[src/rtl/keyed_lifo_stack_defines.svh]
// ============================================================================
// keyed_lifo_stack_defines.svh
// Assertion macros shared by the keyed LIFO stack RTL.
// ============================================================================
`ifndef KEYED_LIFO_STACK_DEFINES_SVH
`define KEYED_LIFO_STACK_DEFINES_SVH

// Same-cycle implication, disabled while reset is asserted (active low).
`define KLS_ASSERT_SAME(label, clk, rstn, ante, cons, msg) \
    label: assert property (@(posedge clk) disable iff (!(rstn)) (ante) |-> (cons)) \
        else $error(msg);

// Next-cycle implication, disabled while reset is asserted (active low).
`define KLS_ASSERT_NEXT(label, clk, rstn, ante, cons, msg) \
    label: assert property (@(posedge clk) disable iff (!(rstn)) (ante) |=> (cons)) \
        else $error(msg);

`endif

[src/rtl/klstk_pkg.sv]
// ============================================================================
// klstk_pkg
// Constants, codes, transaction types and helpers for the keyed LIFO stack.
// ============================================================================
`default_nettype none

package klstk_pkg;

    // Stack size and derived widths
    localparam int STACK_DEPTH = 16;
    localparam int ADDR_W      = $clog2(STACK_DEPTH);
    localparam int CNT_W       = $clog2(STACK_DEPTH + 1);

    // Fixed field widths
    localparam int KIND_W    = 3;
    localparam int KEY_W     = 32;
    localparam int PAYLOAD_W = 32;
    localparam int STATUS_W  = 2;
    localparam int DEPTH_W   = 5;

    typedef logic [ADDR_W-1:0] addr_t;
    typedef logic [CNT_W-1:0]  cnt_t;

    localparam cnt_t FULL_COUNT = cnt_t'(STACK_DEPTH);

    // Operation codes
    localparam logic [KIND_W-1:0] KIND_PUSH   = 3'd0;
    localparam logic [KIND_W-1:0] KIND_POP    = 3'd1;
    localparam logic [KIND_W-1:0] KIND_PEEK   = 3'd2;
    localparam logic [KIND_W-1:0] KIND_FIND   = 3'd3;
    localparam logic [KIND_W-1:0] KIND_REMOVE = 3'd4;

    // Status codes
    localparam logic [STATUS_W-1:0] STAT_OK       = 2'd0;
    localparam logic [STATUS_W-1:0] STAT_FULL     = 2'd1;
    localparam logic [STATUS_W-1:0] STAT_EMPTY    = 2'd2;
    localparam logic [STATUS_W-1:0] STAT_NOTFOUND = 2'd3;

    // Input transaction
    typedef struct packed {
        logic [KIND_W-1:0]        kind;
        logic signed [KEY_W-1:0]  key;
        logic [PAYLOAD_W-1:0]     payload;
    } in_item_t;

    // Result transaction
    typedef struct packed {
        logic [STATUS_W-1:0]      status;
        logic signed [KEY_W-1:0]  out_key;
        logic [PAYLOAD_W-1:0]     out_payload;
        logic [DEPTH_W-1:0]       depth;
    } out_item_t;

    // One stored entry
    typedef struct packed {
        logic signed [KEY_W-1:0]  key;
        logic [PAYLOAD_W-1:0]     payload;
    } entry_t;

    localparam int ENTRY_W = $bits(entry_t);

    // Fill count shown in the 5-bit depth field (zero-extended or masked)
    function automatic logic [DEPTH_W-1:0] depth_field(input cnt_t count);
        logic [CNT_W+DEPTH_W-1:0] wide;
        wide = {{DEPTH_W{1'b0}}, count};
        return wide[DEPTH_W-1:0];
    endfunction

endpackage

`default_nettype wire

[src/rtl/klstk_ram.sv]
// ============================================================================
// klstk_ram
// Generic single-clock RAM: one write port, one read port, registered read.
// ============================================================================
`default_nettype none

module klstk_ram #(
    parameter int WIDTH = 64,
    parameter int DEPTH = 16
) (
    input  wire logic                     aclk,
    input  wire logic                     wr_en,
    input  wire logic [$clog2(DEPTH)-1:0] wr_addr,
    input  wire logic [WIDTH-1:0]         wr_data,
    input  wire logic [$clog2(DEPTH)-1:0] rd_addr,
    output logic      [WIDTH-1:0]         rd_data
);

    logic [WIDTH-1:0] mem [DEPTH];

    // Write port
    always_ff @(posedge aclk) begin
        if (wr_en) begin
            mem[wr_addr] <= wr_data;
        end
    end

    // Registered read port
    always_ff @(posedge aclk) begin
        rd_data <= mem[rd_addr];
    end

endmodule

`default_nettype wire

[src/rtl/keyed_lifo_stack.sv]
// ============================================================================
// keyed_lifo_stack
// Bounded LIFO of key/payload entries with push, pop, peek, find and remove.
// ============================================================================
//
//  Channel | Ports                      | Transaction
//  --------+----------------------------+------------------------------------
//  input   | s_valid, s_ready, s_data   | kind, key, payload
//  result  | m_valid, m_ready, m_data   | status, out_key, out_payload, depth
//
//  Steps: push, unknown kind or empty stack go straight to the result; pop and
//  peek read the top entry; find compares N entries from the top; remove also
//  moves M entries down, one entry per cycle through the single read port.
//  Reset (aresetn low, synchronous) empties the stack; entry memory not cleared.
//  One transaction is in work at a time; the next input is taken while a
//  finished result waits in the output register for m_ready.
//
`default_nettype none

module keyed_lifo_stack (
    input  wire logic                  aclk,
    input  wire logic                  aresetn,
    input  wire logic                  s_valid,
    output logic                       s_ready,
    input  wire klstk_pkg::in_item_t   s_data,
    output logic                       m_valid,
    input  wire logic                  m_ready,
    output klstk_pkg::out_item_t       m_data
);

    `include "keyed_lifo_stack_defines.svh"

    typedef enum logic [4:0] {
        ST_IDLE  = 5'b00001,
        ST_TOP   = 5'b00010,
        ST_SCAN  = 5'b00100,
        ST_SHIFT = 5'b01000,
        ST_EMIT  = 5'b10000
    } state_t;

    state_t                               state_reg, state_next;
    klstk_pkg::cnt_t                      fill_reg, fill_next;
    logic [klstk_pkg::KIND_W-1:0]         op_kind_reg, op_kind_next;
    logic signed [klstk_pkg::KEY_W-1:0]   op_key_reg, op_key_next;
    klstk_pkg::addr_t                     cmp_addr_reg, cmp_addr_next;
    klstk_pkg::addr_t                     sh_addr_reg, sh_addr_next;
    logic [klstk_pkg::STATUS_W-1:0]       res_status_reg, res_status_next;
    logic signed [klstk_pkg::KEY_W-1:0]   res_key_reg, res_key_next;
    logic [klstk_pkg::PAYLOAD_W-1:0]      res_payload_reg, res_payload_next;
    logic                                 m_valid_reg, m_valid_next;
    klstk_pkg::out_item_t                 m_data_reg, m_data_next;

    // Entry memory ports
    logic                                 wr_en;
    klstk_pkg::addr_t                     wr_addr;
    klstk_pkg::entry_t                    wr_entry;
    klstk_pkg::addr_t                     rd_addr;
    klstk_pkg::entry_t                    rd_entry;
    logic [klstk_pkg::ENTRY_W-1:0]        rd_word;

    klstk_pkg::addr_t                     top_addr;
    logic                                 key_hit;

    klstk_ram #(
        .WIDTH (klstk_pkg::ENTRY_W),
        .DEPTH (klstk_pkg::STACK_DEPTH)
    ) u_entry_ram (
        .aclk    (aclk),
        .wr_en   (wr_en),
        .wr_addr (wr_addr),
        .wr_data (wr_entry),
        .rd_addr (rd_addr),
        .rd_data (rd_word)
    );

    assign rd_entry = klstk_pkg::entry_t'(rd_word);
    assign top_addr = klstk_pkg::addr_t'(fill_reg - 1'b1);
    assign key_hit  = (rd_entry.key == op_key_reg);

    assign s_ready  = (state_reg == ST_IDLE);
    assign m_valid  = m_valid_reg;
    assign m_data   = m_data_reg;

    // Sequencer: accept, read/compare/shift through the memory, then emit
    always_comb begin
        state_next       = state_reg;
        fill_next        = fill_reg;
        op_kind_next     = op_kind_reg;
        op_key_next      = op_key_reg;
        cmp_addr_next    = cmp_addr_reg;
        sh_addr_next     = sh_addr_reg;
        res_status_next  = res_status_reg;
        res_key_next     = res_key_reg;
        res_payload_next = res_payload_reg;
        m_valid_next     = m_valid_reg;
        m_data_next      = m_data_reg;
        wr_en            = 1'b0;
        wr_addr          = klstk_pkg::addr_t'(fill_reg);
        wr_entry.key     = s_data.key;
        wr_entry.payload = s_data.payload;
        rd_addr          = top_addr;

        // Result taken downstream
        if (m_valid_reg && m_ready) begin
            m_valid_next = 1'b0;
        end

        case (state_reg)
            ST_IDLE: begin
                if (s_valid) begin
                    op_kind_next     = s_data.kind;
                    op_key_next      = s_data.key;
                    res_status_next  = klstk_pkg::STAT_OK;
                    res_key_next     = '0;
                    res_payload_next = '0;
                    state_next       = ST_EMIT;
                    case (s_data.kind)
                        klstk_pkg::KIND_PUSH: begin
                            if (fill_reg == klstk_pkg::FULL_COUNT) begin
                                res_status_next = klstk_pkg::STAT_FULL;
                            end else begin
                                wr_en     = 1'b1;
                                fill_next = fill_reg + 1'b1;
                            end
                        end
                        klstk_pkg::KIND_POP,
                        klstk_pkg::KIND_PEEK: begin
                            if (fill_reg == '0) begin
                                res_status_next = klstk_pkg::STAT_EMPTY;
                            end else begin
                                state_next = ST_TOP;
                            end
                        end
                        klstk_pkg::KIND_FIND,
                        klstk_pkg::KIND_REMOVE: begin
                            if (fill_reg == '0) begin
                                res_status_next = klstk_pkg::STAT_EMPTY;
                            end else begin
                                cmp_addr_next = top_addr;
                                state_next    = ST_SCAN;
                            end
                        end
                        default: begin
                        end
                    endcase
                end
            end

            // Top entry read data is ready
            ST_TOP: begin
                res_key_next     = rd_entry.key;
                res_payload_next = rd_entry.payload;
                if (op_kind_reg == klstk_pkg::KIND_POP) begin
                    fill_next = fill_reg - 1'b1;
                end
                state_next = ST_EMIT;
            end

            // One entry compared per cycle, top downward
            ST_SCAN: begin
                rd_addr = cmp_addr_reg - 1'b1;
                if (key_hit) begin
                    res_key_next     = rd_entry.key;
                    res_payload_next = rd_entry.payload;
                    state_next       = ST_EMIT;
                    if (op_kind_reg == klstk_pkg::KIND_REMOVE) begin
                        rd_addr = cmp_addr_reg + 1'b1;
                        if (klstk_pkg::cnt_t'(cmp_addr_reg) == fill_reg - 1'b1) begin
                            fill_next = fill_reg - 1'b1;
                        end else begin
                            sh_addr_next = cmp_addr_reg + 1'b1;
                            state_next   = ST_SHIFT;
                        end
                    end
                end else if (cmp_addr_reg == '0) begin
                    res_status_next = klstk_pkg::STAT_NOTFOUND;
                    state_next      = ST_EMIT;
                end else begin
                    cmp_addr_next = cmp_addr_reg - 1'b1;
                end
            end

            // Close the gap: entry at sh_addr moves down one place
            ST_SHIFT: begin
                wr_en    = 1'b1;
                wr_addr  = sh_addr_reg - 1'b1;
                wr_entry = rd_entry;
                rd_addr  = sh_addr_reg + 1'b1;
                if (klstk_pkg::cnt_t'(sh_addr_reg) == fill_reg - 1'b1) begin
                    fill_next  = fill_reg - 1'b1;
                    state_next = ST_EMIT;
                end else begin
                    sh_addr_next = sh_addr_reg + 1'b1;
                end
            end

            // Load the output register once it is free
            ST_EMIT: begin
                if (!m_valid_reg || m_ready) begin
                    m_valid_next            = 1'b1;
                    m_data_next.status      = res_status_reg;
                    m_data_next.out_key     = res_key_reg;
                    m_data_next.out_payload = res_payload_reg;
                    m_data_next.depth       = klstk_pkg::depth_field(fill_reg);
                    state_next              = ST_IDLE;
                end
            end

            default: begin
                state_next = ST_IDLE;
            end
        endcase
    end

    // Control registers
    always_ff @(posedge aclk) begin
        if (!aresetn) begin
            state_reg   <= ST_IDLE;
            fill_reg    <= '0;
            m_valid_reg <= 1'b0;
        end else begin
            state_reg   <= state_next;
            fill_reg    <= fill_next;
            m_valid_reg <= m_valid_next;
        end
    end

    // Payload registers
    always_ff @(posedge aclk) begin
        op_kind_reg     <= op_kind_next;
        op_key_reg      <= op_key_next;
        cmp_addr_reg    <= cmp_addr_next;
        sh_addr_reg     <= sh_addr_next;
        res_status_reg  <= res_status_next;
        res_key_reg     <= res_key_next;
        res_payload_reg <= res_payload_next;
        m_data_reg      <= m_data_next;
    end

    // Checks
    `KLS_ASSERT_SAME(a_fill_bound, aclk, aresetn, 1'b1,
        fill_reg <= klstk_pkg::FULL_COUNT, "fill count above stack depth")
    `KLS_ASSERT_NEXT(a_push_grows, aclk, aresetn,
        s_valid && s_ready && s_data.kind == klstk_pkg::KIND_PUSH
            && fill_reg != klstk_pkg::FULL_COUNT,
        fill_reg == $past(fill_reg) + 1'b1, "accepted push did not add an entry")
    `KLS_ASSERT_SAME(a_full_depth, aclk, aresetn,
        m_valid && m_data.status == klstk_pkg::STAT_FULL,
        m_data.depth == klstk_pkg::depth_field(klstk_pkg::FULL_COUNT),
        "full reported below full depth")
    `KLS_ASSERT_SAME(a_fail_zero, aclk, aresetn,
        m_valid && m_data.status != klstk_pkg::STAT_OK,
        m_data.out_key == '0 && m_data.out_payload == '0,
        "failed transaction returned entry data")

endmodule

`default_nettype wire
[config.mk]
export PLATFORM = sky130hd
export DESIGN_NAME = keyed_lifo_stack
export DESIGN_NICKNAME = d
export VERILOG_FILES = /design/src/rtl/klstk_pkg.sv /design/src/rtl/klstk_ram.sv /design/src/rtl/keyed_lifo_stack.sv
export VERILOG_INCLUDE_DIRS = /design/src /design/src/rtl
export SDC_FILE = /design/constraint.sdc
export NUM_CORES = 1
export LEC_CHECK = 0
export BUFFER_PORTS_ARGS = -buffer_cell sky130_fd_sc_hd__clkbuf_2
export CORE_MARGIN = 10
export CORE_UTILIZATION = 45
export CTS_CLUSTER_DIAMETER = 120
export CTS_CLUSTER_SIZE = 30
export DETAILED_ROUTE_END_ITERATION = 8
export PLACE_DENSITY = 0.72
export SYNTH_ARGS = -nofsm -noshare
export SYNTH_HDL_FRONTEND = slang
export SYNTH_HIERARCHICAL = 1
export SYNTH_SLANG_ARGS = --single-unit
[constraint.sdc]
create_clock -name aclk -period 9 [get_ports aclk]
set_input_delay 1.8 -clock aclk [delete_from_list [all_inputs] [get_ports aclk]]
set_output_delay 1.8 -clock aclk [all_outputs]
set_load 0.05 [all_outputs]
==> out/results.ini, run 1 <==
[outcome]
status=completed

[place]
place_congestion=0.758
placed_area_um2=50300
dpl.hpwl_um=56100
placed_cells=3793
io_buffers=143
pre_cts_slack_ns=3.65

[hold_path]
whs_path_depth=0
hold_class=flip-flop to flip-flop

[yosys]
async_flop_share_pct=0
ys_seq_area_share_pct=78.5
synthesis.area_um2=48000
synth_cells=2338
synth_seq_cells=1279
synth_cell_types=50
ys.warnings.count=6
syn_area_per_cell_um2=20.5
ys.flop_type=edfxtp_1
synth_nets=2415
synth_edf_count=1204

[cts]
cts_buffer_depth=3
clk_pin_slew_ns=0.11
root_buffer=clkbuf_16
clock_latency_ns=0.65
cts_resized=0
cts_setup_buffers=0
clock_sinks=1279
cts-buffers-inserted=48
cts_tree=yes
postCtsHoldBufs=0
h-tree-depth=2

[timing]
setup_tns_ns=0
maxSlewViolCount=0
worst_pin_slew_ns=1.22
finalSetupViolCount=0
finalWorstSetupSlack_ns=3.79
fmax_ghz=0.192
rsz0062_at_grt=no
timing.final.crit_share_pct=57.8
whs_ns=0.426
period_needed_ns=5.21
max_slew_margin_pct=18.2
skew_ns=0.0209
hold_viol_final=0

[detailed_routing]
vias=22400
wire_per_inst_um=26.4
drc=0
drt-total-wl_um=102000
ant_nets=0
drt_iter0_markers=2444
drt_pass1_iterations=7
via_per_inst=5.77

[run]
maxCapViolCount=0

[pwr]
power_mw=10.0
ir_drop_mv=0.149
p_leak_nw=17.0
p_per_area_nw_per_um2=194

[cells_and_area]
post-route-util_pct=49.0
syn_to_final_growth_pct=7.85
final_common_cell=edfxtp_1
layout_common_cells=1204 x edfxtp_1, 282 x nand2_1, 256 x mux4_2
stdcell_area_um2=51700
fin_nets=2529
final_cells=3884
drive_above_1_share_pct=21.1
largest_reg_flops=1024

[global_route]
grt_use_total_pct=16.7
grt_max_degree=165
antenna_found_initial=0
grt_pass1_wl_um=153000
grt_pass1_vias=23200
overflow=0

[die]
io_pins=144
start_util_pct=45.4
die-area_um2=120000
core_um2=106000
die_y_um=346
die_w_um=346
num_rows=119

[worst_setup_path]
endpoint_kind=flip-flop
critPathRequiredTime_ns=9.53
rr_worst_depth=10
cp.arrival_ns=5.73
path_class=flip-flop to flip-flop
startpoint_type=flip-flop
cp_max_fo=74

[worst max-delay path: stages (launching register included)]
cell	delay [ns]
dfxtp_1	0.49
xor2_1	0.16
nor4_1	0.78
nand4_1	0.31
nor3_2	0.50
xor2_1	0.18
o221ai_4	0.74
buf_4	1.01
mux4_2	0.41
a22oi_1	0.36
nand2_1	0.10
[final timing paths]
path	to	start	slack, ns
min reg2reg	m_data[51]$_DFFE_PP_	res_key_reg[14]$_SDFFCE_PP0P_	0.43
min	m_data[51]$_DFFE_PP_	res_key_reg[14]$_SDFFCE_PP0P_	0.43
max	u_entry_ram/rd_data[4]$_DFF_P_	u_entry_ram/rd_data[36]$_DFF_P_	3.79
max reg2reg	u_entry_ram/rd_data[4]$_DFF_P_	u_entry_ram/rd_data[36]$_DFF_P_	3.79
[power breakdown]
| group | total, mW | switching, mW | internal (mW) |
|---|---|---|---|
| clock | 2.73 | 1.67 | 1.06 |
| combinational | 0.561 | 0.389 | 0.171 |
| sequential | 6.75 | 0.0726 | 6.68 |
| total | 10.0 | 2.13 | 7.91 |
[synthesized netlist by cell type (9+ instances only)]
| cell | number | area, um2 |
|---|---|---|
| a22oi_1 | 130 | 976 |
| and2_1 | 66 | 413 |
| buf_2 | 16 | 80.1 |
| buf_6 | 13 | 146 |
| xnor2_1 | 13 | 114 |
| o21ai_0 | 13 | 65.1 |
| buf_1 | 17 | 63.8 |
| nand3_1 | 9 | 45.0 |
| nor2_1 | 31 | 116 |
| nand2_1 | 282 | 1060 |
| mux4_2 | 256 | 5770 |
| xor2_1 | 42 | 368 |
| edfxtp_1 | 1204 | 36200 |
| clkbuf_1 | 61 | 229 |
| dfxtp_1 | 75 | 1500 |
| nor4_1 | 10 | 62.6 |
[final cells by class]
class                   instances  area (um2)
well taps                    1391        1740
clock inverters                 3        28.8
inverters                       8        30.0
clock buffers                  87        1370
flip-flops and latches       1279       37700
repair buffers                179        1020
multi-input cells             936        9870
fillers                      8336       53800
diodes                          1        2.50
[kinds of logic after synthesis]
family,Yosys count,share of synthesized area [%]
flip-flops,1279,78.5
multiplexers,264,12.2
adder cells (fa/ha/maj),6,0.157
XOR/XNOR,57,1.07
AO/OA/AOI/OAI,163,2.54
buffers and inverters,123,1.27
AND/OR/NAND/NOR,446,4.25
[metal layers]
layer	vias to the layer above	track usage, %	wire [um]
li1	9567	-	-
met1	11900	22.9	41700
met2	881	28.2	51200
met3	106	2.45	7240
met4	0	4.00	2170
met5	-	0	0
Note: power is estimated with default switching activity, not from simulation.
==> run 2: changes to the inputs <==
- PLACE_DENSITY: 0.72 -> 0.74
- clock period: 9 -> 4.65 ns (I/O delays scaled with it)
==> run 2 against run 1 <==
Total power up 93%. Final cell count up 0.64%. Via count up 2.3%. Sequential cell count unchanged. Largest cell class unchanged. Critical path type unchanged. Non-clock buffer count up 30.
==> out/results.ini, run 2 (same netlist as run 1, synthesis figures left out) <==
[outcome]
status=completed  ; unchanged

[detailed_routing]
via_per_inst=5.87  ; was 5.77
ant_nets=0  ; unchanged
drt-total-wl_um=106000  ; was 102000 um
drt_iter0_markers=3122  ; was 2444
drc=0  ; unchanged
vias=22900  ; was 22400
wire_per_inst_um=27.2  ; was 26.4 um
drt_pass1_iterations=5  ; was 7

[worst_setup_path]
endpoint_kind=flip-flop  ; unchanged
rr_worst_depth=11  ; was 10
cp_slowest_cell=nor4_1  ; was buf_4
crit_start=op_key_reg[25]$_DFFE_PP_  ; was u_entry_ram/rd_data[36]$_DFF_P_
crit_buf_inv=1  ; unchanged
r2r_slack_ns=0.58  ; was 3.79 ns
timing.rr.start=op_key_reg[25]$_DFFE_PP_  ; was u_entry_ram/rd_data[36]$_DFF_P_
critPathRequiredTime_ns=5.25  ; was 9.53 ns
crit_family=simple AND/OR/NAND/NOR gates  ; unchanged
cp_max_fo=13  ; was 74
critPathCapture=u_entry_ram/rd_data[35]$_DFF_P_  ; was u_entry_ram/rd_data[4]$_DFF_P_
crit_chain=xor2_1, nor4_1, nand4_1, nor3_2, mux2i_1, xnor2_1, o221ai_1, and2_2, buf_4, a22oi_1, nand2_1  ; was xor2_1, nor4_1, nand4_1, nor3_2, xor2_1, o221ai_4, buf_4, mux4_2, a22oi_1, nand2_1
cp.arrival_ns=4.67  ; was 5.73 ns
r2r_end=u_entry_ram/rd_data[35]$_DFF_P_  ; was u_entry_ram/rd_data[4]$_DFF_P_
critical_path_depth=11  ; was 10
worst_path_largest_cell_delay_ns=0.57  ; was 1.01 ns
path_class=flip-flop to flip-flop  ; unchanged
startpoint_type=flip-flop  ; unchanged

[pwr]
p_per_area_nw_per_um2=370  ; was 194 nW/um2
ir_drop_mv=0.252  ; was 0.149 mV
p_leak_nw=17.2  ; was 17.0 nW
power_mw=19.4  ; was 10.0 mW

[cts]
clock_latency_ns=0.66  ; was 0.65 ns
h-tree-depth=2  ; unchanged
cts-buffers-inserted=48  ; unchanged
clock_sinks=1279  ; unchanged
cts_tree=yes  ; unchanged
root_buffer=clkbuf_16  ; unchanged
cts_setup_buffers=0  ; unchanged
postCtsHoldBufs=0  ; unchanged
cts_buffer_depth=3  ; unchanged
cts_resized=0  ; unchanged
clk_pin_slew_ns=0.11  ; about the same

[cells_and_area]
nFillCells=8210  ; was 8336
final_cells=3909  ; was 3884
drive_above_1_share_pct=22.1  ; was 21.1%
largest_reg_flops=1024  ; unchanged
syn_to_final_growth_pct=9.32  ; was 7.85%
final_common_cell=edfxtp_1  ; unchanged
fin_nets=2559  ; was 2529
post-route-util_pct=49.7  ; was 49.0%
layout_common_cells=1204 x edfxtp_1, 282 x nand2_1, 256 x mux4_2  ; unchanged

[timing]
finalSetupViolCount=0  ; unchanged
maxSlewViolCount=0  ; unchanged
max_slew_margin_pct=28.7  ; was 18.2%
setup_tns_ns=0  ; unchanged
fmax_ghz=0.246  ; was 0.192 GHz
rsz0062_at_grt=no  ; unchanged
worst_pin_slew_ns=1.07  ; was 1.22 ns
period_needed_ns=4.07  ; was 5.21 ns
hold_viol_final=0  ; unchanged
skew_ns=0.0326  ; was 0.0209 ns
timing.final.crit_share_pct=87.5  ; was 57.8%

[place]
dpl.hpwl_um=58200  ; was 56100 um
placed_cells=3823  ; was 3793
io_buffers=143  ; unchanged
place_congestion=0.778  ; was 0.758

[die]
start_util_pct=45.4  ; unchanged
io_pins=144  ; unchanged
core_um2=106000  ; unchanged
num_rows=119  ; unchanged
die_w_um=346  ; unchanged
die-area_um2=120000  ; unchanged
die_y_um=346  ; unchanged

[global_route]
antenna_found_initial=6  ; was 0
overflow=0  ; unchanged
grt_use_total_pct=17.4  ; was 16.7%
grt_max_degree=99  ; was 165
grt_pass1_wl_um=158000  ; was 153000 um
grt_pass1_vias=23400  ; was 23200

[run]
maxCapViolCount=0  ; unchanged

[hold_path]
hold_class=flip-flop to flip-flop  ; unchanged

-- run 2: final cells by class --
class	instances	area [um2]	area share [%]
tap	1391	1740	3.32
clock inverter	4	41.3	0.0788
antenna	3	7.51	0.0143
multi-input combinational	936	9900	18.9
clock buffer	79	1320	2.51
timing repair buffer	209	1740	3.31
inverter	8	30.0	0.0573
sequential	1279	37700	71.8
-- run 2: worst min-delay path by stage --
stage,start,to,slack [ns],depth (start not counted)
6_report,res_payload_reg[31]$_SDFFCE_PP0P_,m_data[36]$_DFFE_PP_,0.42,0
5_1_grt,res_payload_reg[31]$_SDFFCE_PP0P_,m_data[36]$_DFFE_PP_,0.43,0
4_1_cts,res_payload_reg[31]$_SDFFCE_PP0P_,m_data[36]$_DFFE_PP_,0.42,0
3_5_place_dp,res_payload_reg[6]$_SDFFCE_PP0P_,m_data[11]$_DFFE_PP_,0.40,0
3_3_place_gp,res_payload_reg[6]$_SDFFCE_PP0P_,m_data[11]$_DFFE_PP_,0.40,0
2_1_floorplan,res_payload_reg[5]$_SDFFCE_PP0P_,m_data[10]$_DFFE_PP_,0.40,0
-- run 2: worst register-to-register path: stages (launching register included) --
cell and delay (ns):
edfxtp_1 0.40, xor2_1 0.27, nor4_1 0.57, nand4_1 0.30, nor3_2 0.44, mux2i_1 0.27, xnor2_1 0.10, o221ai_1 0.54
and2_2 0.57, buf_4 0.34, a22oi_1 0.15, nand2_1 0.09
-- run 2: routing by layer --
metal  part of all wire, %  vias up  track usage [%]
met1                    40    12200             24.6
met3                   8.0      132             2.31
met4                   2.7        2             4.99
met5                 0.016        -                0
li1                      -     9632                -
met2                    49     1005             28.3
-- run 2: per-stage QoR --
stage | setup slack, ns | hold WS (ns) | instance area [um2]
after floorplan | -0.796 | 0.400 | 48000
after global placement | 0.646 | 0.405 | 51100
after detailed placement | 0.529 | 0.405 | 51100
after CTS | 0.514 | 0.418 | 52400
after global routing | 0.440 | 0.428 | 52400
final | 0.581 | 0.419 | 52400
-- run 2: where the power goes --
part           leakage [nW]  total, mW  internal, mW  switching [mW]
logic                  5.03       1.14         0.361           0.779
clock network         0.644       5.21          1.99            3.22
registers              11.6       13.1          12.9           0.144
total                  17.2       19.4          15.3            4.15
